$ cat config.mk
export PLATFORM = sky130hd
export DESIGN_NAME = tac_front
export DESIGN_NICKNAME = d
export VERILOG_FILES = /design/src/rtl/tac_pkg.sv /design/src/rtl/tac_front.sv
export SDC_FILE = /design/constraint.sdc
export NUM_CORES = 1
export LEC_CHECK = 0
export BUFFER_PORTS_ARGS = -buffer_cell sky130_fd_sc_hd__clkbuf_2
export CAP_MARGIN = 20
export CORE_ASPECT_RATIO = 1.2
export CORE_MARGIN = 1.5
export CORE_UTILIZATION = 43
export DETAILED_ROUTE_END_ITERATION = 8
export PLACE_DENSITY_LB_ADDON = 0.12
export SYNTH_ARGS = -nofsm -noshare
export SYNTH_HDL_FRONTEND = slang
export SYNTH_SLANG_ARGS = --single-unit
export TNS_END_PERCENT = 100
$ cat constraint.sdc
create_clock -name vclk -period 12.6
set_clock_uncertainty 0.1 [all_clocks]
set_input_delay 2.52 -clock vclk [all_inputs]
set_output_delay 2.52 -clock vclk [all_outputs]
set_load 0.01 [all_outputs]
$ cat src/rtl/tac_pkg.sv
`timescale 1ns / 1ps
`default_nettype none

package tac_pkg;

  localparam int MAX_AXES        = 5;
  localparam int FIELD_SLOTS     = 5;
  localparam int AXIS_LIMIT      = (MAX_AXES < FIELD_SLOTS) ? MAX_AXES : FIELD_SLOTS;
  localparam int RANK_MIN        = 2;
  localparam int AXIS_W          = 3;
  localparam int SIZE_W          = 32;
  localparam int NUM_MUL_STG     = FIELD_SLOTS - 1;
  localparam int TAC_QUEUE_DEPTH = 2;

  localparam logic STATUS_OK  = 1'b0;
  localparam logic STATUS_BAD = 1'b1;

  typedef logic [AXIS_W-1:0] axis_t;
  typedef logic [SIZE_W-1:0] size_t;

  typedef struct packed {
    axis_t                   rank;
    axis_t [FIELD_SLOTS-1:0] axis;
    size_t [FIELD_SLOTS-1:0] size;
  } desc_t;

  // Classification produced by the front end.
  typedef struct packed {
    logic                    ok;
    axis_t                   groups;
    logic [FIELD_SLOTS-1:0]  merge;    // input axis i joins the group of axis i-1
    logic [FIELD_SLOTS-1:0]  grp_end;  // input axis i closes its group
    axis_t [FIELD_SLOTS-1:0] grp_idx;  // group of input axis i
    axis_t [FIELD_SLOTS-1:0] gorder;   // i-th group in output order
  } cls_t;

  typedef struct packed {
    desc_t d;
    cls_t  c;
  } work_t;

  typedef struct packed {
    work_t                   w;
    size_t [FIELD_SLOTS-1:0] prod;     // running product ending at input axis i
  } stg_t;

  typedef struct packed {
    logic                    status;
    axis_t                   merged_rank;
    axis_t [FIELD_SLOTS-1:0] merged_axis;
    size_t [FIELD_SLOTS-1:0] merged_size;
  } res_t;

endpackage

`default_nettype wire

$ cat src/rtl/tac_front.sv
`timescale 1ns / 1ps
`default_nettype none

// Descriptor check and axis grouping; narrow logic, no arithmetic on sizes.
module tac_front import tac_pkg::*; (
  input  desc_t desc_i,
  output cls_t  cls_o
);

  always_comb begin
    logic                    rank_ok;
    logic                    perm_ok;
    logic [7:0]              used;
    axis_t                   pos [8];
    axis_t                   grp [8];
    axis_t                   gcount;
    axis_t                   cnt;
    axis_t                   g_cur;
    axis_t                   g_prev;
    logic [FIELD_SLOTS-1:0]  merge;
    logic [FIELD_SLOTS-1:0]  gend;
    axis_t [FIELD_SLOTS-1:0] gorder;

    rank_ok = (desc_i.rank >= AXIS_W'(RANK_MIN)) && (desc_i.rank <= AXIS_W'(AXIS_LIMIT));
    perm_ok = rank_ok;
    used    = '0;
    for (int j = 0; j < 8; j++) begin
      pos[j] = '0;
      grp[j] = '0;
    end

    // permutation check; pos[a] = output position of input axis a
    for (int i = 0; i < FIELD_SLOTS; i++) begin
      if (AXIS_W'(i) < desc_i.rank) begin
        if (desc_i.axis[i] >= desc_i.rank || used[desc_i.axis[i]]) begin
          perm_ok = 1'b0;
        end
        used[desc_i.axis[i]] = 1'b1;
        pos[desc_i.axis[i]]  = AXIS_W'(i);
      end
    end

    // runs of input axes that stay adjacent in the output
    merge  = '0;
    gcount = AXIS_W'(1);
    for (int i = 1; i < FIELD_SLOTS; i++) begin
      if (perm_ok && AXIS_W'(i) < desc_i.rank) begin
        if ({1'b0, pos[i]} != ({1'b0, pos[i-1]} + 4'd1)) begin
          gcount = gcount + AXIS_W'(1);
        end else begin
          merge[i] = 1'b1;
        end
        grp[i] = gcount - AXIS_W'(1);
      end
    end

    gend = '0;
    for (int i = 0; i < FIELD_SLOTS - 1; i++) begin
      gend[i] = perm_ok && (AXIS_W'(i) < desc_i.rank) && !merge[i+1];
    end
    gend[FIELD_SLOTS-1] = perm_ok && (AXIS_W'(FIELD_SLOTS - 1) < desc_i.rank);

    // group order seen along the output positions
    gorder = '0;
    cnt    = '0;
    g_prev = '0;
    for (int i = 0; i < FIELD_SLOTS; i++) begin
      g_cur = grp[desc_i.axis[i]];
      if (perm_ok && AXIS_W'(i) < desc_i.rank) begin
        if (i == 0 || g_cur != g_prev) begin
          if (cnt < AXIS_W'(FIELD_SLOTS)) begin
            gorder[cnt] = g_cur;
          end
          cnt = cnt + AXIS_W'(1);
        end
      end
      g_prev = g_cur;
    end

    cls_o.ok      = perm_ok && (cnt == gcount);
    cls_o.groups  = gcount;
    cls_o.merge   = merge;
    cls_o.grp_end = gend;
    for (int i = 0; i < FIELD_SLOTS; i++) begin
      cls_o.grp_idx[i] = grp[i];
    end
    cls_o.gorder  = gorder;
  end

endmodule

`default_nettype wire

=== Word level (Yosys, flattened, before mapping) ===
Memories as Yosys holds them, arrays and structs flattened.
Cells that the tools add are included.

* Bits of input ports: 178
* ROM bits: 8
* Latch bits: 0
* Memories: 1
* Output and inout port bits: 44
* Bits in writable memories: 0
* Flip-flop bits (word level): 0

{| class="wikitable"
|+ Memory list
! name !! words !! bits a word !! rd ports !! clocked after Yosys merged registers in !! write ports !! RTL line !! RTL
|-
| (no name shown) || 8 || 1 || 1 || 0 || 0 || tac_front.sv:35 || <nowiki>if (desc_i.axis[i] >= desc_i.rank || used[desc_i.axis[i]]) begin</nowiki>
|}

* Divide/modulo/power cells: 0
* $add $sub $neg: 15
* Shifts and indexed selects: 0
* $lt $le $gt $ge: 42
* Multipliers: 0
* Bitwise logic cells: 17
* Reduce and logical (&&, ||, !) cells: 32
* Mux-type cells: 116
* Equal/unequal tests: 9

{| class="wikitable"
|+ Operators by type and width
! cell !! count
|-
| $mux W15 || 12
|-
| $mux W3 || 42
|-
| $demux W3 S3 || 8
|-
| $mux W24 || 3
|-
| $bwmux W15 || 4
|-
| $bmux W3 S3 || 5
|-
| $or A8 B8 Y8 || 5
|-
| $lt A3 B4 Y1 const B || 9
|-
| $and A16 B16 Y16 || 2
|-
| $mux W8 || 4
|-
| $not A16 Y16 || 2
|-
| $mux W1 || 28
|-
| $ge A3 B1 Y1 const B || 8
|-
| $logic_and A1 B1 Y1 || 23
|-
| $mux W22 || 1
|-
| $add A3 B1 Y3 const B || 7
|-
| $ge A4 B4 Y1 const B || 5
|-
| $not A3 Y4 || 5
|-
| $add A3 B1 Y4 const B || 4
|-
| $lt A4 B1 Y1 const B || 4
|-
| $ne A3 B4 Y1 || 4
|-
| $or A16 B16 Y16 || 1
|-
| $ge A3 B3 Y1 || 5
|-
| $bmux W1 S3 || 4
|-
| other kinds (15) || 36
|}

=== Longest topological paths before layout ===
Gate-level depths: netlist of the first run.

* Word-level depth: 54
* Depth in mapped cells: 40
* Mapped depth without buffers: 38

=== Least setup slack after synthesis of the first run ===
OpenSTA, ideal clock, no wires.

* Kind: input to output
* Start point: input port desc_i[177] in the netlist's numbering
* End point: output port cls_o[43] in the netlist's numbering
* Path buffers: 2
* Required time: 9.980 ns
* Stages on the path: 38
* Arrival: 10.724 ns
* Setup slack: -0.744 ns
* Path through: clkinv_1 ha_1 buf_4 nor2b_1 a31oi_1 o21ai_2 inv_1 ha_1 or4_1 nand4_1 o211ai_1 a21oi_2 mux2_2 nand2_1 ha_1 clkbuf_1 mux2_2 ha_1 [2 not listed] xnor2_1 xnor2_1 o32a_1 o22a_1 xor2_1 nand3_1 ha_1 o21a_1 ha_1 a211o_1 o21ai_0 ha_1 nand2b_1 and2_1 ha_1 xor2_1 or3_1 a211oi_1

{| class="wikitable"
|+ RTL lines
! element !! RTL line !! RTL
|-
| start: declaration || tac_front.sv:6 || <nowiki>input desc_t desc_i,</nowiki>
|-
| end: declaration || tac_front.sv:7 || <nowiki>output cls_t cls_o</nowiki>
|}

==> metrics.md, run 1 <==
| Metric | Value |
|---|---|
| Status | complete, but fails checks |
| Failing checks | setup timing |
| Initial Util | 0.447 |
| Mapped Area | 0.00406 sq mm |
| Fin crit share | 1.01 |
| Worst slew pin tran | 0.763 ns |
| First-pass GRT wire length | between 20000 and 30000 um |
| Worst hold path type | in -> out |
| Vias in the first global route | 5335 |
| Hold Path Stages | 5 |
| CP dominant cell by count | ha_4 |
| Placed insts | around 860 |
| RSZ-0062 raised after global routing | yes |
| Pleak | 2.59 nW |
| Avg Inst Size Synth | 7.03 sq um |
| DRT Pass-1 Iters | 7 |
| Die area | ~0.01 sq mm |
| WL per Instance | just under 20 um |
| Crit path arrival time | 10.05 ns |
| Post-Syn Instances | approximately 580 |
| Gr busiest metal | met2 |
| Initial antenna violation count | 0 |
| Post-synthesis sequential area ratio | 0 |
| Share of cells above drive strength 1 | 0.402 |
| Distinct cells, synth | 90 |
| CP Capture Type | output port |
| FF+latch count | 0 |
| Tot Pwr | 215 uW |
| Antenna cells | 0 |
| Crit-path slowest cell | or4_4 |
| Worst hold slack | 5.75 ns |
| Setup-failing EPs final | 1 |
| Largest net degree at the start of global routing | 26 |
| Power per cell area | 36.1 mW/mm^2 |
| Critical Path Start | desc_i[176] |
| Detail Route Antenna Nets | 0 |
| Via count | between 5000 and 6000 |
| Nets | roughly 980 |
| DRT Wirelength | 17500 um |
| Synth area leaders | ha_1 10%, xnor2_1 6.0%, mux2i_1 5.2% |
| Crit Path Max Fanout | 4 |
| Max incr delay on CP | 0.41 ns |
| Met3 Resource Use GR | 0.00761 |
| Total of max-cap violations | 0 |
| DRC | 0 |
| Via density per instance | 6.28 |
| # IOs | 222 |
| Maximum vdd drop | 0.0000238 V |
| GRT met1 Usage | 0.379 |
| GR Util met2 | 0.651 |
| CP required | 9.98 ns |
| Relative slew margins | 0.491 |
| Core Footprint | about 0.0091 sq mm |
| CP endpoint | cls_o[43] |
| Clk_buf instances | 0 |
| Storage cell area | 0 sq um |
| Synth top area share | 0.102 |
| Die Ht | 109 um |
| Dpl hpwl | 14000 um |
| Setup crit start kind | input port |
| Worst setup margin | -0.0691 ns |
| Max Slew Vio Count | 0 |
| Largest area contributor in the netlist | ha_1 |
| Warning count from the yosys run | 0 |
| 1st-iter DRT viols | approximately 370 |
| Total track usage | 0.335 |
| Die width | 91.7 um |
| Routability Congestion | 0.999 |
| Number of port buffers | 56 |
| Crit Path Class | in -> out |
| Max Freq | 78.9 MHz |
| FP Rows | 38 |
| Fin. Hold Viols | 0 |
| Post-Layout Cell Count | 882 |
| Min Tclk post-route | 12.67 ns |
| GR Overflow Total | 0 |
| Layout area overhead | 46.8% |
-- how the worst min path moves through the flow --
| stage | to | slack [ns] | from |
|---|---|---|---|
| after global placement | cls_o[13] | 5.73 | desc_i[169] |
| after detailed placement | cls_o[13] | 5.74 | desc_i[169] |
| final | cls_o[13] | 5.75 | desc_i[169] |
| after CTS | cls_o[13] | 5.74 | desc_i[169] |
| after global routing | cls_o[13] | 5.79 | desc_i[169] |
| after floorplan | cls_o[12] | 5.35 | desc_i[171] |
-- layer usage --
| metal | wire, um | share of wire |
|---|---|---|
| met5 | 0 | 0 |
| met4 | 955 | 0.055 |
| met3 | 850 | 0.049 |
| met2 | 9050 | 0.52 |
| met1 | 6600 | 0.38 |
-- Yosys cell counts, types with 13 or more instances --
cell / instances
inv_1: 21
ha_1: 33
a31oi_1: 19
buf_2: 13
a21oi_1: 17
nand3_1: 23
clkbuf_1: 13
xnor2_1: 28
nand2b_1: 21
nand2_1: 42
mux2i_1: 21
nor2_1: 44
o21ai_0: 13
nor3_1: 23
-- through the flow --
step / setup TNS, ns / setup WS, ns / utilization / area [sq um]
floorplan: 0 / 0.0224 / - / 4200
global placement: -4.12 / -0.531 / 0.606 / 5500
detailed placement: -7.43 / -0.727 / 0.606 / 5500
CTS: -0.454 / -0.184 / 0.632 / 5740
global route: -1.68 / -0.391 / 0.656 / 5950
finish: -0.0691 / -0.0691 / 0.656 / 5950
-- cells in the final DEF (no fill, tap or decap), types with 18 or more instances in the layout --
| cell | netlist | layout |
|---|---|---|
| nor3_1 | 23 | 21 |
| nor2_1 | 44 | 42 |
| mux2i_1 | 21 | 21 |
| clkbuf_2 | 0 | 46 |
| nand3_1 | 23 | 23 |
| buf_4 | 9 | 159 |
| nand2b_1 | 21 | 19 |
| nand2_1 | 42 | 40 |
| xnor2_1 | 28 | 26 |
| inv_1 | 21 | 18 |
| ha_1 | 33 | 24 |
-- what timing repair did --
| action | in CTS | in global routing |
|---|---|---|
| hold endpoints to repair | 0 | 0 |
| resized for setup | 33 | 37 |
| hold buffers | 0 | 0 |
| pin swaps | 24 | 16 |
| endpoints found under the setup margin | 16 | 16 |
| setup buffers | 8 | 11 |
-- area by class of cell --
class	count	area (sq um)
inverters	23	97.6
multi-input cells	520	4170
repair buffers	219	1540
well taps	120	150
fillers	814	3130
-- worst max-delay path: cells and delay by family --
kind	cells	cell delay, ns
adder cells (fa/ha/maj)	9	2.00
multiplexers	3	0.70
buffers and inverters	6	0.75
AND/OR/NAND/NOR	10	1.91
XOR/XNOR	4	0.73
AO/OA/AOI/OAI	8	1.41
-- power breakdown --
group	leakage, nW	internal [mW]	switching, mW
clock	0	0	0
combinational	2.59	0.0981	0.117
sequential	0	0	0
total	2.59	0.0981	0.117
-- cells by family after synthesis --
| family | after synthesis | share of synthesized area |
|---|---|---|
| mux | 29 | 0.0741 |
| compound gates | 173 | 0.338 |
| other cells | 1 | 0.000925 |
| xor+xnor | 41 | 0.0969 |
| fa+ha+maj | 33 | 0.102 |
| simple gates | 238 | 0.318 |
| buf+inv | 62 | 0.0703 |
(Power assumes the default switching activity.)
==> run 2, diff against run 1 <==
CELL_PAD_IN_SITES_DETAIL_PLACEMENT = 1   (was default)
CELL_PAD_IN_SITES_GLOBAL_PLACEMENT = 1   (was default)
CORE_UTILIZATION = 29   (was 43)
SKIP_LAST_GASP = 1   (was default)
==> metrics.md, run 2 (same netlist as run 1, synthesis figures left out) <==
| Metric | Value |
|---|---|
| DRT Pass-1 Iters | 5 |
| Crit path arrival time | 10.39 ns |
| Status | complete, but fails checks |
| Commonest cells after routing, fill and taps aside | 169 x buf_4, 41 x nor2_1, 41 x nand2_1, 41 x clkbuf_2, 26 x xnor2_1 |
| Design area | 0.00604 sq mm |
| Crit Path Class | in -> out |
| Initial Util | 0.296 |
| Die width | roughly 110 um |
| Detail Route Antenna Nets | 0 |
| DRC | 0 |
| Largest net degree at the start of global routing | 26 |
| WL per Instance | 21.7 um |
| CP Capture Type | output port |
| Worst setup margin | -0.411 ns |
| Share of cells above drive strength 1 | 0.405 |
| Crit Path Max Fanout | 10 |
| Vias in the first global route | around 6000 |
| Via density per instance | 5.86 |
| RSZ-0062 raised after global routing | yes |
| Nets | between 900 and 1000 |
| Commonest non-fill, non-tap cell in the layout | buf_4 |
| Max incr delay on CP | 0.48 ns |
| Max Slew Vio Count | 0 |
| Worst hold slack | 5.78 ns |
| Fin crit share | 1.03 |
| DRT Wirelength | 20400 um |
| CP required | 9.98 ns |
| Clk_buf instances | 0 |
| Hold buffer count at cts | 0 |
| GR Overflow Total | 0 |
| Relative slew margins | 0.458 |
| Storage cell area | 0 sq um |
| CP dominant cell by count | buf_4 |
| Tot Pwr | roughly 220 uW |
| Min Tclk post-route | 13.01 ns |
| Worst hold path type | in -> out |
| FP Rows | 47 |
| Failing checks | setup timing |
| 1st-iter DRT viols | 267 |
| Fin. Hold Viols | 0 |
| Maximum vdd drop | 0.0000206 V |
| Pleak | 2.64 nW |
| Power per cell area | 36.4 mW/mm^2 |
| Die Ht | 133 um |
| Antenna cells | 0 |
| Number of port buffers | 56 |
| Setup-failing EPs final | 11 |
| FF+latch count | 0 |
| Total of max-cap violations | 0 |
| Via count | about 5500 |
| Dpl hpwl | roughly 17000 um |
| Core Footprint | 0.0137 sq mm |
| First-pass GRT wire length | approximately 32000 um |
| Area after DPL | 0.00567 sq mm |
| Die area | 0.0147 sq mm |
| Initial antenna violation count | 0 |
| Hold Path Stages | 5 |
| Worst slew pin tran | 0.814 ns |
| Layout area overhead | 48.8% |
| Setup crit start kind | input port |
| # IOs | between 200 and 250 |
| Routability Congestion | 0.957 |
| Total track usage | 0.268 |
| Crit-path slowest cell | xor3_1 |
| Max Freq | between 70 and 80 MHz |
-- run 2: cell types whose count changed in the layout (fill, tap and decap cells not counted), moves of 3 or more --
| cell | previous run | this run |
|---|---|---|
| a21oi_2 | 4 | 1 |
| buf_4 | 159 | 169 |
| o21ai_2 | 5 | 1 |
| clkbuf_2 | 46 | 41 |
| buf_2 | 9 | 15 |
| nor3_2 | 1 | 4 |
-- run 2: power breakdown --
part           internal (mW)  switching (mW)
combinational         0.0983           0.122
clock                      0               0
sequential                 0               0
-- run 2: worst max-delay path: cells and delay by family --
kind / cells / cell delay (ns)
xor+xnor: 2 / 0.63
compound gates: 12 / 2.94
fa+ha+maj: 5 / 1.04
simple gates: 5 / 1.38
mux: 2 / 0.44
buf+inv: 10 / 1.43
-- run 2: final cells by class --
| cell class | instances | area, sq um |
|---|---|---|
| well taps | 171 | 214 |
| multi-input cells | 520 | 4140 |
| inverters | 23 | 97.6 |
| repair buffers | 228 | 1580 |
| fillers | 1757 | 7670 |
-- run 2: final timing paths --
kind | startpoint | end | slack [ns]
min | desc_i[169] | cls_o[13] | 5.78
max | desc_i[176] | cls_o[43] | -0.41
-- run 2: metrics by stage --
step	setup WS [ns]	cells	TNS, ns	utilization
2_1_floorplan	0.0224	582	0	-
3_3_place_gp	-0.635	927	-5.81	0.413
3_5_place_dp	-0.804	927	-9.04	0.413
4_1_cts	-0.433	935	-2.18	0.430
5_1_grt	-0.653	942	-5.48	0.441
6_report	-0.411	942	-1.23	0.441
-- run 2: repair_timing --
| action | 4_1_cts | 5_1_grt |
|---|---|---|
| resized for setup | 31 | 34 |
| pin swaps | 14 | 21 |
| setup buffers | 8 | 9 |
| setup endpoints to repair | 16 | 16 |
-- run 2: layer usage --
metal  wire length [um]  vias to the layer above  global-route usage
li1                   -                     2593                   -
met1               8010                     2708               0.294
met2              10700                      167               0.525
met3                607                       56              0.0115
met4               1170                        0               0.125
met5                  0                        -                   0
