--- src/rtl/tac_pkg.sv ---
`timescale 1ns / 1ps
`default_nettype none

package tac_pkg;

  localparam int MAX_AXES        = 5;
  localparam int FIELD_SLOTS     = 5;
  localparam int AXIS_LIMIT      = (MAX_AXES < FIELD_SLOTS) ? MAX_AXES : FIELD_SLOTS;
  localparam int RANK_MIN        = 2;
  localparam int AXIS_W          = 3;
  localparam int SIZE_W          = 32;
  localparam int NUM_MUL_STG     = FIELD_SLOTS - 1;
  localparam int TAC_QUEUE_DEPTH = 2;

  localparam logic STATUS_OK  = 1'b0;
  localparam logic STATUS_BAD = 1'b1;

  typedef logic [AXIS_W-1:0] axis_t;
  typedef logic [SIZE_W-1:0] size_t;

  typedef struct packed {
    axis_t                   rank;
    axis_t [FIELD_SLOTS-1:0] axis;
    size_t [FIELD_SLOTS-1:0] size;
  } desc_t;

  // Classification produced by the front end.
  typedef struct packed {
    logic                    ok;
    axis_t                   groups;
    logic [FIELD_SLOTS-1:0]  merge;    // input axis i joins the group of axis i-1
    logic [FIELD_SLOTS-1:0]  grp_end;  // input axis i closes its group
    axis_t [FIELD_SLOTS-1:0] grp_idx;  // group of input axis i
    axis_t [FIELD_SLOTS-1:0] gorder;   // i-th group in output order
  } cls_t;

  typedef struct packed {
    desc_t d;
    cls_t  c;
  } work_t;

  typedef struct packed {
    work_t                   w;
    size_t [FIELD_SLOTS-1:0] prod;     // running product ending at input axis i
  } stg_t;

  typedef struct packed {
    logic                    status;
    axis_t                   merged_rank;
    axis_t [FIELD_SLOTS-1:0] merged_axis;
    size_t [FIELD_SLOTS-1:0] merged_size;
  } res_t;

endpackage

`default_nettype wire

--- src/rtl/tac_queue.sv ---
`timescale 1ns / 1ps
`default_nettype none

// Small register queue between front and back end.
module tac_queue import tac_pkg::*; #(
  parameter int DEPTH = TAC_QUEUE_DEPTH
) (
  input  logic  clk,
  input  logic  rst_n,
  input  logic  push_valid,
  output logic  push_ready,
  input  work_t push_data,
  output logic  pop_valid,
  input  logic  pop_ready,
  output work_t pop_data
);

  localparam int PTR_W = (DEPTH > 1) ? $clog2(DEPTH) : 1;
  localparam int CNT_W = $clog2(DEPTH + 1);

  work_t            mem_r [DEPTH];
  logic [PTR_W-1:0] wr_ptr_r, wr_ptr_nxt;
  logic [PTR_W-1:0] rd_ptr_r, rd_ptr_nxt;
  logic [CNT_W-1:0] cnt_r, cnt_nxt;
  logic             push, pop;

  assign push_ready = (cnt_r != CNT_W'(DEPTH));
  assign pop_valid  = (cnt_r != '0);
  assign pop_data   = mem_r[rd_ptr_r];
  assign push       = push_valid && push_ready;
  assign pop        = pop_valid && pop_ready;

  always_comb begin
    wr_ptr_nxt = wr_ptr_r;
    rd_ptr_nxt = rd_ptr_r;
    cnt_nxt    = cnt_r;
    if (push) begin
      wr_ptr_nxt = (wr_ptr_r == PTR_W'(DEPTH - 1)) ? '0 : wr_ptr_r + PTR_W'(1);
    end
    if (pop) begin
      rd_ptr_nxt = (rd_ptr_r == PTR_W'(DEPTH - 1)) ? '0 : rd_ptr_r + PTR_W'(1);
    end
    if (push && !pop) begin
      cnt_nxt = cnt_r + CNT_W'(1);
    end else if (pop && !push) begin
      cnt_nxt = cnt_r - CNT_W'(1);
    end
  end

  always_ff @(posedge clk) begin
    if (!rst_n) begin
      wr_ptr_r <= '0;
      rd_ptr_r <= '0;
      cnt_r    <= '0;
    end else begin
      wr_ptr_r <= wr_ptr_nxt;
      rd_ptr_r <= rd_ptr_nxt;
      cnt_r    <= cnt_nxt;
    end
  end

  always_ff @(posedge clk) begin
    if (push) begin
      mem_r[wr_ptr_r] <= push_data;
    end
  end

endmodule

`default_nettype wire

--- config.mk ---
export PLATFORM = sky130hd
export DESIGN_NAME = tac_queue
export DESIGN_NICKNAME = d
export VERILOG_FILES = /design/src/rtl/tac_pkg.sv /design/src/rtl/tac_queue.sv
export SDC_FILE = /design/constraint.sdc
export NUM_CORES = 1
export LEC_CHECK = 0
export ABC_AREA = 1
export BUFFER_PORTS_ARGS = -buffer_cell sky130_fd_sc_hd__buf_2
export CORE_MARGIN = 3
export CORE_UTILIZATION = 35
export DETAILED_ROUTE_END_ITERATION = 16
export GPL_ROUTABILITY_DRIVEN = 0
export SLEW_MARGIN = 5
export SYNTH_ARGS = -nofsm -noshare
export SYNTH_HDL_FRONTEND = slang
export SYNTH_SLANG_ARGS = --single-unit
--- constraint.sdc ---
create_clock -name clk -period 37.4 [get_ports clk]
set_clock_uncertainty 0.05 [all_clocks]
set_input_delay 7.48 -clock clk [delete_from_list [all_inputs] [get_ports clk]]
set_output_delay 7.48 -clock clk [all_outputs]
set_load 0.02 [all_outputs]
# Word level (Yosys, flattened, before mapping)
# Memories as Yosys holds them, arrays and structs flattened. A register that Yosys moved wholly into a read port is not among the register bits.
# Cells that the tools add are included.
[totals]
register_bits = 4
ram_bits = 444
inputBits = 226
output_inout_bits = 224
wordCells = 25
n_memories = 1
[mem_list]
columns = ["memory", "depth", "word_bits", "rd", "rd_ports_with_merged_regs", "wr", "line_no", "text"]
rows = [
  ["mem_r", 2, 222, 1, 1, 1, "tac_queue.sv:21", "work_t mem_r [DEPTH];"],
]
[classes]
addsub = 4
n_eq_ne = 1
mux = 8
reduce_logical = 8
[ops]
columns = ["operator", "count"]
rows = [
  ["1-bit 2-to-1 mux", 6],
  ["1-bit logical AND", 4],
  ["2-bit 2-to-1 mux", 2],
  ["2-bit nonzero test", 2],
  ["1-bit adder, second input constant", 2],
  ["2-bit by 1-bit adder with 2-bit output, second input constant", 1],
  ["1-bit logical NOT", 2],
  ["2-bit inequality test, second input constant", 1],
  ["2-bit by 1-bit subtractor with 2-bit output, second input constant", 1],
]

# Longest topological paths before layout
# Gate-level depths: netlist (run 1).
[depth]
ltp_word = 6
ltp_mapped = 11
mapped_depth_nobuf = 11

# Least setup slack after synthesis (run 1)
# OpenSTA, ideal clock, no wires.
[synth_timing]
path_type = "input -> register"
startpoint = "input push_valid"
endpoint = "memory mem_r[0][0] (netlist name) (enable)"
setup_time_ps = 809
arrival_ps = 16777
setup_slack_ps = 19764
cell_stages = 2
path_buffers = 0
cell_sequence = "nand2_1 > nor2_1"
[synth_between]
elab_chain_len = 3
[synth_lines]
columns = ["item", "line_no", "text"]
rows = [
  ["from (decl)", "tac_queue.sv:10", "input logic push_valid,"],
  ["1-bit logical AND", "tac_queue.sv:30", "assign push = push_valid && push_ready;"],
  ["1-bit 2-to-1 mux", "tac_queue.sv:63", "if (push) begin"],
  ["1-bit 2-to-1 mux (not written as such)", "tac_queue.sv:64", "mem_r[wr_ptr_r] <= push_data;"],
  ["to (decl)", "tac_queue.sv:21", ""],
]
# Every way passes these cells.

==> impl_results.md, run 1 <==
- Status: completed
- Post CTS Setup Buffer Count: 0
- DRC violations left: 0
- Placed instance count: 1777
- CP max stage cell: buf_4
- Vias in the first global route: 8829
- Via density: 4.46
- Critical path class: reg -> out
- Gates resized, CTS repair: 0
- Clock slew at reported path FFs: 0.06 ns
- Pwr/cell area: 70.3 mW/mm^2
- GR Layer Usage met2: 21.5%
- Die extent in x: 227 um
- Slack of the critical path: 26.90 ns
- GR Overflow Total: 0
- Most common cell after layout, fill and taps aside: buf_2
- CP Max Fanout: 53
- Rel. slew slack: 31.3%
- Synthesized area per cell: 23.4 um^2
- Initial DRC Count: 356
- CP cell instances: buf_4, mux2_4, buf_2
- Initial antenna violation count: 9
- Fraction of layout cells with a size suffix above 1: 59.6%
- Total Die Area: 0.0514 mm^2
- Root Buffer: clkbuf_16
- GRT met3 Usage: 5.50%
- Min Clock Period, post-route: 10.50 ns
- Finished Core Util: 44.7%
- Antenna Nets Post-Route: 0
- Post-synthesis sequential area ratio: 78.8%
- Setup TNS: 0 ns
- Syn Inst Count: 728
- Fin. max-slew vios: 0
- Worst vdd ir: 0.0456 mV
- Flops & latches, synth: 449
- Longest Clk Path Bufs: 3
- Lkg Pwr: 0.00829 uW
- Critical Path AT: 2.97 ns
- I/O Pins: 450
- Post-route clock period utilization: 28.1%
- First-pass DRT Iterations: 4
- # clock sinks: 449
- Final Hold Viols: 0
- Setup Viol. Count Final: 0
- RSZ-0062 raised after global routing: false
- Worst hold-check path type: reg -> reg
- Die height: 227 um
- CP Data Required Time: 29.87 ns
- First-pass GRT wire length: 51800 um
- Worst skew pair latency: 0.56 ns
- Average wire per standard cell: 19.0 um
- Type of origin of the critical path: flip-flop
- CTS tree: done
- Final std cells w/o fill: 1874
- Largest net degree at the start of global routing: 123
- Initial core utilization: 35.6%
- Drt total wl: 35600 um
- # fillers: 4153
- Fmax: 0.0952 GHz
- Gr busiest metal: met2
- CTS Buf Count: 49
- Met1 usage: 16.1%
- Worst r2r path cells: 6
- WHS Path Cells: 2
- Worst-Margin Slew: 1.03 ns
- Core area: 0.0479 mm^2
- Post-DP HPWL: 24100 um
- Post-Place Setup Slack: 27.49 ns
- P&R area growth vs syn: 25.6%
- Distinct cells, synth: 17
- Row count: 80
- Total global-route track usage: 13.2%
- Mapped Area: 0.0171 mm^2
- Cts hold-fix bufs: 0
- Most frequent cells in the layout: buf_2 (449), edfxtp_1 (444), mux2_4 (180)
- Via Count: 8360
- Max-cap violations: 0
- Synthesis Warnings: 0
- CP endpoint kind: output port
- H-tree Lvls: 2
- # nets final: 1440
- Synth Net Count: 955
- I/O Buffers: 449
- Largest stage delay, worst path: 0.89 ns
## cells in the mapped netlist
| master | instances | area, um^2 |
|---|---|---|
| edfxtp_1 | 444 | 13300 |
| mux2_4 | 180 | 2700 |
| mux2_2 | 42 | 473 |
| buf_6 | 10 | 113 |
| buf_8 | 10 | 150 |
| nand2_1 | 9 | 33.8 |
| inv_1 | 8 | 30.0 |
| nor2_1 | 8 | 30.0 |
| dfxtp_1 | 5 | 100 |
| buf_2 | 4 | 20.0 |
| o21ai_0 | 2 | 10.0 |
| a21oi_1 | 1 | 5.00 |
| buf_12 | 1 | 20.0 |
| ha_1 | 1 | 12.5 |
| nand3_1 | 1 | 5.00 |
| nand4_1 | 1 | 6.26 |
| o21a_1 | 1 | 7.51 |
## final cells by class
cell class                      instances  area, um^2  share of cell area [%]
Inverter                                8        30.0                   0.140
Timing Repair Buffer                  459        2330                    10.9
Clock inverter                         24         198                   0.923
Antenna cell                            5        12.5                  0.0584
Sequential cell                       449       13400                    62.7
Tap cell                              615         769                    3.59
Clock buffer                           68        1340                    6.26
Multi-Input combinational cell        246        3300                    15.4
## final timing paths
check | to | slack, ns | from
setup / recovery | pop_data[56] | 26.90 | flip-flop
hold / removal | rd_ptr_r | 0.46 | rd_ptr_r
setup reg to reg | mem_r[1][96] | 34.53 | cnt_r[0]
hold reg to reg | rd_ptr_r | 0.46 | rd_ptr_r
## registers in the layout, summed over array words and instances, names as in the netlist, named ones only
register  count
mem_r       444
cnt_r         2
rd_ptr_r      1
wr_ptr_r      1
## critical path, delay by kind of cell (launching register included)
kind                   cells  cell delay [ns]
buffers and inverters      2             1.05
flip-flops                 1             0.87
multiplexers               1             0.36
## where the power goes
| part | internal, uW | leakage (uW) | switching [uW] |
|---|---|---|---|
| logic | 165 | 0.00336 | 224 |
| clock network | 271 | 0.000741 | 185 |
| registers | 637 | 0.00418 | 23.0 |
| total | 1070 | 0.00829 | 432 |
## cells by family (layout without fill, tap and decap cells)
| family | count (synthesis) | count (layout) | share of synthesized area [%] |
|---|---|---|---|
| adder cells (fa/ha/maj) | 1 | 1 | 0.0734 |
| AO/OA/AOI/OAI | 4 | 4 | 0.132 |
| AND/OR/NAND/NOR | 19 | 19 | 0.440 |
| buffers and inverters | 33 | 559 | 1.95 |
| other | 0 | 5 | 0 |
| flip-flops | 449 | 449 | 78.8 |
| multiplexers | 222 | 222 | 18.6 |
## routing by layer
metal,vias up,routed length (um)
met4,6,665
met5,-,38
met3,53,3410
met2,302,17100
met1,4123,14400
li1,3876,-
## through the flow
| step | hold WS, ns | area, um^2 | power, uW |
|---|---|---|---|
| 4_1_cts | 0.467 | 21400 | 1530 |
| 3_5_place_dp | 0.445 | 19900 | 1070 |
| 2_1_floorplan | 0.417 | 17100 | 977 |
| 3_3_place_gp | 0.431 | 19900 | 1060 |
| 6_report | 0.459 | 21400 | 1510 |
| 5_1_grt | 0.528 | 21400 | 1570 |
(Power assumes the default switching activity.)
==> run 2: changes to the inputs <==
==> constraint.sdc (replaced) <==
create_clock -name clk -period 9.8 [get_ports clk]
set_clock_uncertainty 0.05 [all_clocks]
set_input_delay 1.96 -clock clk [delete_from_list [all_inputs] [get_ports clk]]
set_output_delay 1.96 -clock clk [all_outputs]
set_load 0.02 [all_outputs]
==> run 2 against run 1 <==
  * Sequential share of layout area increased by 0.11 points
  * Non-clock buffer count did not move
  * Register-to-register slack lost 28 ns
  * Routed wire length about the same
  * Power grew to 3.8 times the previous value
  * Clock power increased to 3.8 times the previous value
  * Utilization fell by 0.081 points
  * Clock-buffer cell count decreased by 13
  * Sequential cell count stayed put
  * Die area unchanged
  * Highest routed layer unchanged
==> impl_results.md, run 2 (synthesis gave the netlist of run 1 again) <==
- Status: completed (unchanged)
- WHS Path Cells: 2 (unchanged)
- CP max stage cell: dfxtp_4 (was buf_4)
- Pwr/cell area: 268 mW/mm^2 (was 70.3 mW/mm^2)
- Met1 usage: 15.5% (was 16.1%)
- GR Layer Usage met2: 21.7% (was 21.5%)
- CP cell instances: buf_4, mux2_4, buf_2 (unchanged)
- Clock slew at reported path FFs: 0.06 ns (about the same)
- # fillers: 4186 (was 4153)
- Root Buffer: clkbuf_16 (unchanged)
- Largest register FFs: 444 (unchanged)
- CP Data Required Time: 7.79 ns (was 29.87 ns)
- Area of the multi-input gates: 0.00330 mm^2 (unchanged)
- Die height: 227 um (unchanged)
- Initial antenna violation count: 9 (unchanged)
- Sequential Area: 0.0134 mm^2 (unchanged)
- Total global-route track usage: 13.2% (about the same)
- GR Overflow Total: 0 (unchanged)
- RSZ-0062 raised after global routing: false (unchanged)
- # clock sinks: 449 (unchanged)
- DRC violations left: 0 (unchanged)
- Slack of the critical path: 4.71 ns (was 26.90 ns)
- Worst-Margin Slew: 1.05 ns (was 1.03 ns)
- Critical Path AT: 3.08 ns (was 2.97 ns)
- Largest net degree at the start of global routing: 114 (was 123)
- Row count: 80 (unchanged)
- Via Count: 8379 (was 8360)
- Via density: 4.50 (was 4.46)
- Worst hold-check path type: reg -> reg (unchanged)
- Fin area: 0.0214 mm^2 (about the same)
- Rel. slew slack: 29.7% (was 31.3%)
- Type of origin of the critical path: flip-flop (unchanged)
- Largest stage delay, worst path: 1.00 ns (was 0.89 ns)
- Post-DP HPWL: 24300 um (was 24100 um)
- CTS tree: done (unchanged)
- Post-Place Setup Slack: 5.26 ns (was 27.49 ns)
- Top Registers: mem_r (444), cnt_r (2) (unchanged)
- Fmax: 0.196 GHz
- First-pass DRT Iterations: 4 (unchanged)
- Initial core utilization: 35.6% (unchanged)
- Fin. max-slew vios: 0 (unchanged)
- P&R area growth vs syn: 25.4% (was 25.6%)
- H-tree Lvls: 2 (unchanged)
- Post-route clock period utilization: 51.9%
- Vias in the first global route: 8548 (was 8829)
- Lkg Pwr: 0.00828 uW (was 0.00829 uW)
- Die extent in x: 227 um (unchanged)
- # nets final: 1437 (was 1440)
- CP endpoint kind: output port (unchanged)
- Max-cap violations: 0 (unchanged)
- Most common cell after layout, fill and taps aside: buf_2 (unchanged)
- Placed inst area: 0.0199 mm^2 (unchanged)
- Worst skew pair latency: 0.56 ns (about the same)
- Gates resized, CTS repair: 0 (unchanged)
- First-pass GRT wire length: 51300 um (was 51800 um)
- Fraction of layout cells with a size suffix above 1: 60.6% (was 59.6%)
- Cts hold-fix bufs: 0 (unchanged)
- Longest Clk Path Bufs: 3 (unchanged)
- Total Die Area: 0.0514 mm^2 (unchanged)
- Gr busiest metal: met2 (unchanged)
- Most flop-heavy register: mem_r (unchanged)
- Final Hold Viols: 0 (unchanged)
- Core area: 0.0479 mm^2 (unchanged)
- GRT met3 Usage: 5.50% (unchanged)
- Average wire per standard cell: 19.1 um (was 19.0 um)
- Antenna Nets Post-Route: 0 (unchanged)
- Setup TNS: 0 ns (unchanged)
- Setup Viol. Count Final: 0 (unchanged)
- Min Clock Period, post-route: 5.09 ns
- I/O Pins: 450 (unchanged)
- Most frequent cells in the layout: buf_2 (449), edfxtp_1 (444), mux2_4 (180) (unchanged)
- CP Max Fanout: 56 (was 53)
- Worst r2r path cells: 6 (unchanged)
- CTS Buf Count: 46 (was 49)
- Initial DRC Count: 517 (was 356)
- Drt total wl: 35500 um (was 35600 um)
- Post CTS Setup Buffer Count: 0 (unchanged)
- Worst vdd ir: 0.172 mV (was 0.0456 mV)
- Critical path class: reg -> out (unchanged)
- I/O Buffers: 449 (unchanged)
- Finished Core Util: 44.6% (was 44.7%)
==> run 2: layout make-up <==
type / instances / area share, %
Clock inverter: 26 / 1.40
Timing Repair Buffer: 459 / 10.9
Sequential cell: 449 / 62.8
Tap cell: 615 / 3.60
Inverter: 8 / 0.140
Antenna cell: 2 / 0.0234
Clock buffer: 55 / 5.64
Multi-Input combinational cell: 246 / 15.4
==> run 2: worst paths after layout <==
kind	startpoint	endpoint	slack, ns
max	flip-flop	pop_data[99]	4.71
min	rd_ptr_r	flip-flop	0.47
max reg2reg	cnt_r[0]	mem_r[1][32]	6.98
min reg2reg	rd_ptr_r	flip-flop	0.47
==> run 2: critical path, delay by kind of cell, from the launching register on <==
family	cells	cell delay (ns)
muxes	1	0.36
DFF	1	1.00
buffers and inverters	2	1.03
==> run 2: layer usage <==
layer  share of wire, %  vias up
met3                9.9       72
met2                 49      321
met4                2.4       14
met1                 38     4117
li1                   -     3855
met5               0.29        -
==> run 2: where the power goes <==
group          internal (uW)  switching [uW]
clock                   1040             704
combinational            632             840
sequential              2430            94.2
total                   4100            1640
==> run 2: metrics by stage <==
step	total power, uW	hold WS, ns	cells
2_1_floorplan	3730	0.417	728
3_3_place_gp	4050	0.431	1777
3_5_place_dp	4060	0.444	1777
4_1_cts	5820	0.469	1858
5_1_grt	6000	0.513	1858
6_report	5740	0.470	1860
==> run 3: changes to the inputs <==
==> constraint.sdc (replaced) <==
create_clock -name clk -period 4.85 [get_ports clk]
set_clock_uncertainty 0.05 [all_clocks]
set_input_delay 0.97 -clock clk [delete_from_list [all_inputs] [get_ports clk]]
set_output_delay 0.97 -clock clk [all_outputs]
set_load 0.02 [all_outputs]
==> run 3 against run 2 <==
  * Sequential power increased by 100%
  * Design area about the same
  * Routed wire length increased by 0.19%
  * Combinational power increased by 100%
  * Clock power increased by 93%
  * Die area unchanged
  * Sequential share of layout area about the same
  * Setup slack got worse by 3.3 ns
  * Hold slack got worse by 0.014 ns
  * Power increased by 100%
==> impl_results.md, run 3 (synthesis gave the netlist of run 1 again) <==
- Status: completed (unchanged)
- Post-DP HPWL: 24200 um (was 24300 um)
- Via Count: 8390 (was 8379)
- Most flop-heavy register: mem_r (unchanged)
- Top Registers: mem_r (444), cnt_r (2) (unchanged)
- CP top delay family: flip-flops (was buffers and inverters)
- Fraction of layout cells with a size suffix above 1: 59.8% (was 60.6%)
- H-tree Lvls: 2 (unchanged)
- Longest Clk Path Bufs: 3 (unchanged)
- Initial DRC Count: 384 (was 517)
- Finished Core Util: 44.6% (about the same)
- R2R setup slack: 2.91 ns (was 6.98 ns)
- DRC violations left: 0 (unchanged)
- Worst skew pair latency: 0.56 ns (about the same)
- Largest net degree at the start of global routing: 119 (was 114)
- P&R area growth vs syn: 25.5% (was 25.4%)
- Worst vdd ir: 0.344 mV (was 0.172 mV)
- Clock slew at reported path FFs: 0.06 ns (about the same)
- CP Data Required Time: 3.83 ns (was 7.79 ns)
- Worst hold-check path type: reg -> reg (unchanged)
- I/O Pins: 450 (unchanged)
- Worst-Margin Slew: 0.821 ns (was 1.05 ns)
- Fin. max-slew vios: 0 (unchanged)
- Row count: 80 (unchanged)
- Vias in the first global route: 8787 (was 8548)
- # nets final: 1437 (unchanged)
- Drt total wl: 35600 um (was 35500 um)
- Root Buffer: clkbuf_16 (unchanged)
- GR Overflow Total: 0 (unchanged)
- Core area: 0.0479 mm^2 (unchanged)
- CP cell instances: buf_12, mux2_4, buf_2 (was buf_4, mux2_4, buf_2)
- Die height: 227 um (unchanged)
- I/O Buffers: 449 (unchanged)
- RSZ-0062 raised after global routing: false (unchanged)
- Max-cap violations: 0 (unchanged)
- First-pass GRT wire length: 51500 um (was 51300 um)
- Via density: 4.49 (was 4.50)
- Average wire per standard cell: 19.1 um (about the same)
- Cts hold-fix bufs: 0 (unchanged)
- # clock sinks: 449 (unchanged)
- Largest register FFs: 444 (unchanged)
- Critical Path AT: 2.46 ns (was 3.08 ns)
- # fillers: 4202 (was 4186)
- Largest stage delay, worst path: 0.79 ns (was 1.00 ns)
- Post-route clock period utilization: 71.8%
- Setup Viol. Count Final: 0 (unchanged)
- Initial core utilization: 35.6% (unchanged)
- Most common cell after layout, fill and taps aside: buf_2 (unchanged)
- Lkg Pwr: 0.00827 uW (was 0.00828 uW)
- Total global-route track usage: 13.2% (about the same)
- Total Die Area: 0.0514 mm^2 (unchanged)
- Min Clock Period, post-route: 3.48 ns
- Fmax: 0.287 GHz
- Critical path class: reg -> out (unchanged)
- Gates resized, CTS repair: 0 (unchanged)
- CP endpoint kind: output port (unchanged)
- Most frequent cells in the layout: buf_2 (449), edfxtp_1 (444), mux2_4 (180) (unchanged)
- CTS Buf Count: 47 (was 46)
- Rel. slew slack: 45.2% (was 29.7%)
- Die extent in x: 227 um (unchanged)
- Type of origin of the critical path: flip-flop (unchanged)
- Initial antenna violation count: 8 (was 9)
- CTS tree: done (unchanged)
- Antenna Nets Post-Route: 0 (unchanged)
- Setup TNS: 0 ns (unchanged)
- First-pass DRT Iterations: 4 (unchanged)
- Pwr/cell area: 535 mW/mm^2 (was 268 mW/mm^2)
- Critical path buffers and inverters: 2 (unchanged)
- CP max stage cell: dfxtp_4 (unchanged)
- CP Max Fanout: 66 (was 56)
- Post CTS Setup Buffer Count: 0 (unchanged)
- Final Hold Viols: 0 (unchanged)
run 3: cell count changes in the layout (fill, tap and decap cells not counted), sizes merged:
cell      change
clkinvlp      -2
diode         +3
clkinv       +11
bufinv        -4
buf           -1
run 3: layer usage:
layer	track usage [%]	wire length (um)	up-vias	share of wire (%)
met3	5.94	3530	71	9.9
met1	15.2	13600	4138	38
met5	0	54	-	0.15
met2	21.8	17400	306	49
met4	4.48	971	8	2.7
li1	-	-	3867	-
run 3: worst paths after layout:
check        startpoint             to  cells after the start
min reg2reg    rd_ptr_r       rd_ptr_r                      2
max           flip-flop  pop_data[134]                      3
max reg2reg    cnt_r[0]   mem_r[1][58]                      5
min            rd_ptr_r       rd_ptr_r                      2
run 3: power by group:
group	switching (uW)	internal [uW]
logic	1730	1280
registers	171	4910
clock network	1420	1940
run 3: per-stage QoR:
stage               setup WS [ns]  total power, uW  cell area (um^2)  hold WS [ns]  instances
floorplan                  0.0288             7380             17100         0.417        728
global placement             1.93             8200             19900         0.429       1776
detailed placement           1.92             8230             19900         0.446       1776
CTS                          1.29            11600             21400         0.462       1862
global route                 1.22            12000             21400         0.489       1865
finish                       1.37            11400             21400         0.455       1867
run 3: area by class of cell:
class | instances | area [um^2] | share of cell area, %
Timing Repair Buffer | 458 | 2390 | 11.2
Sequential cell | 449 | 13400 | 62.8
Tap cell | 615 | 769 | 3.60
Clock buffer | 55 | 1250 | 5.84
Inverter | 8 | 30.0 | 0.140
Antenna cell | 5 | 12.5 | 0.0585
Multi-Input combinational cell | 246 | 3310 | 15.5
Clock inverter | 31 | 198 | 0.924
run 3: tightest hold or removal path: stages (launching register included):
cell     delay (ns)
dfxtp_1        0.33
nor2_1         0.06
nor2_1         0.08
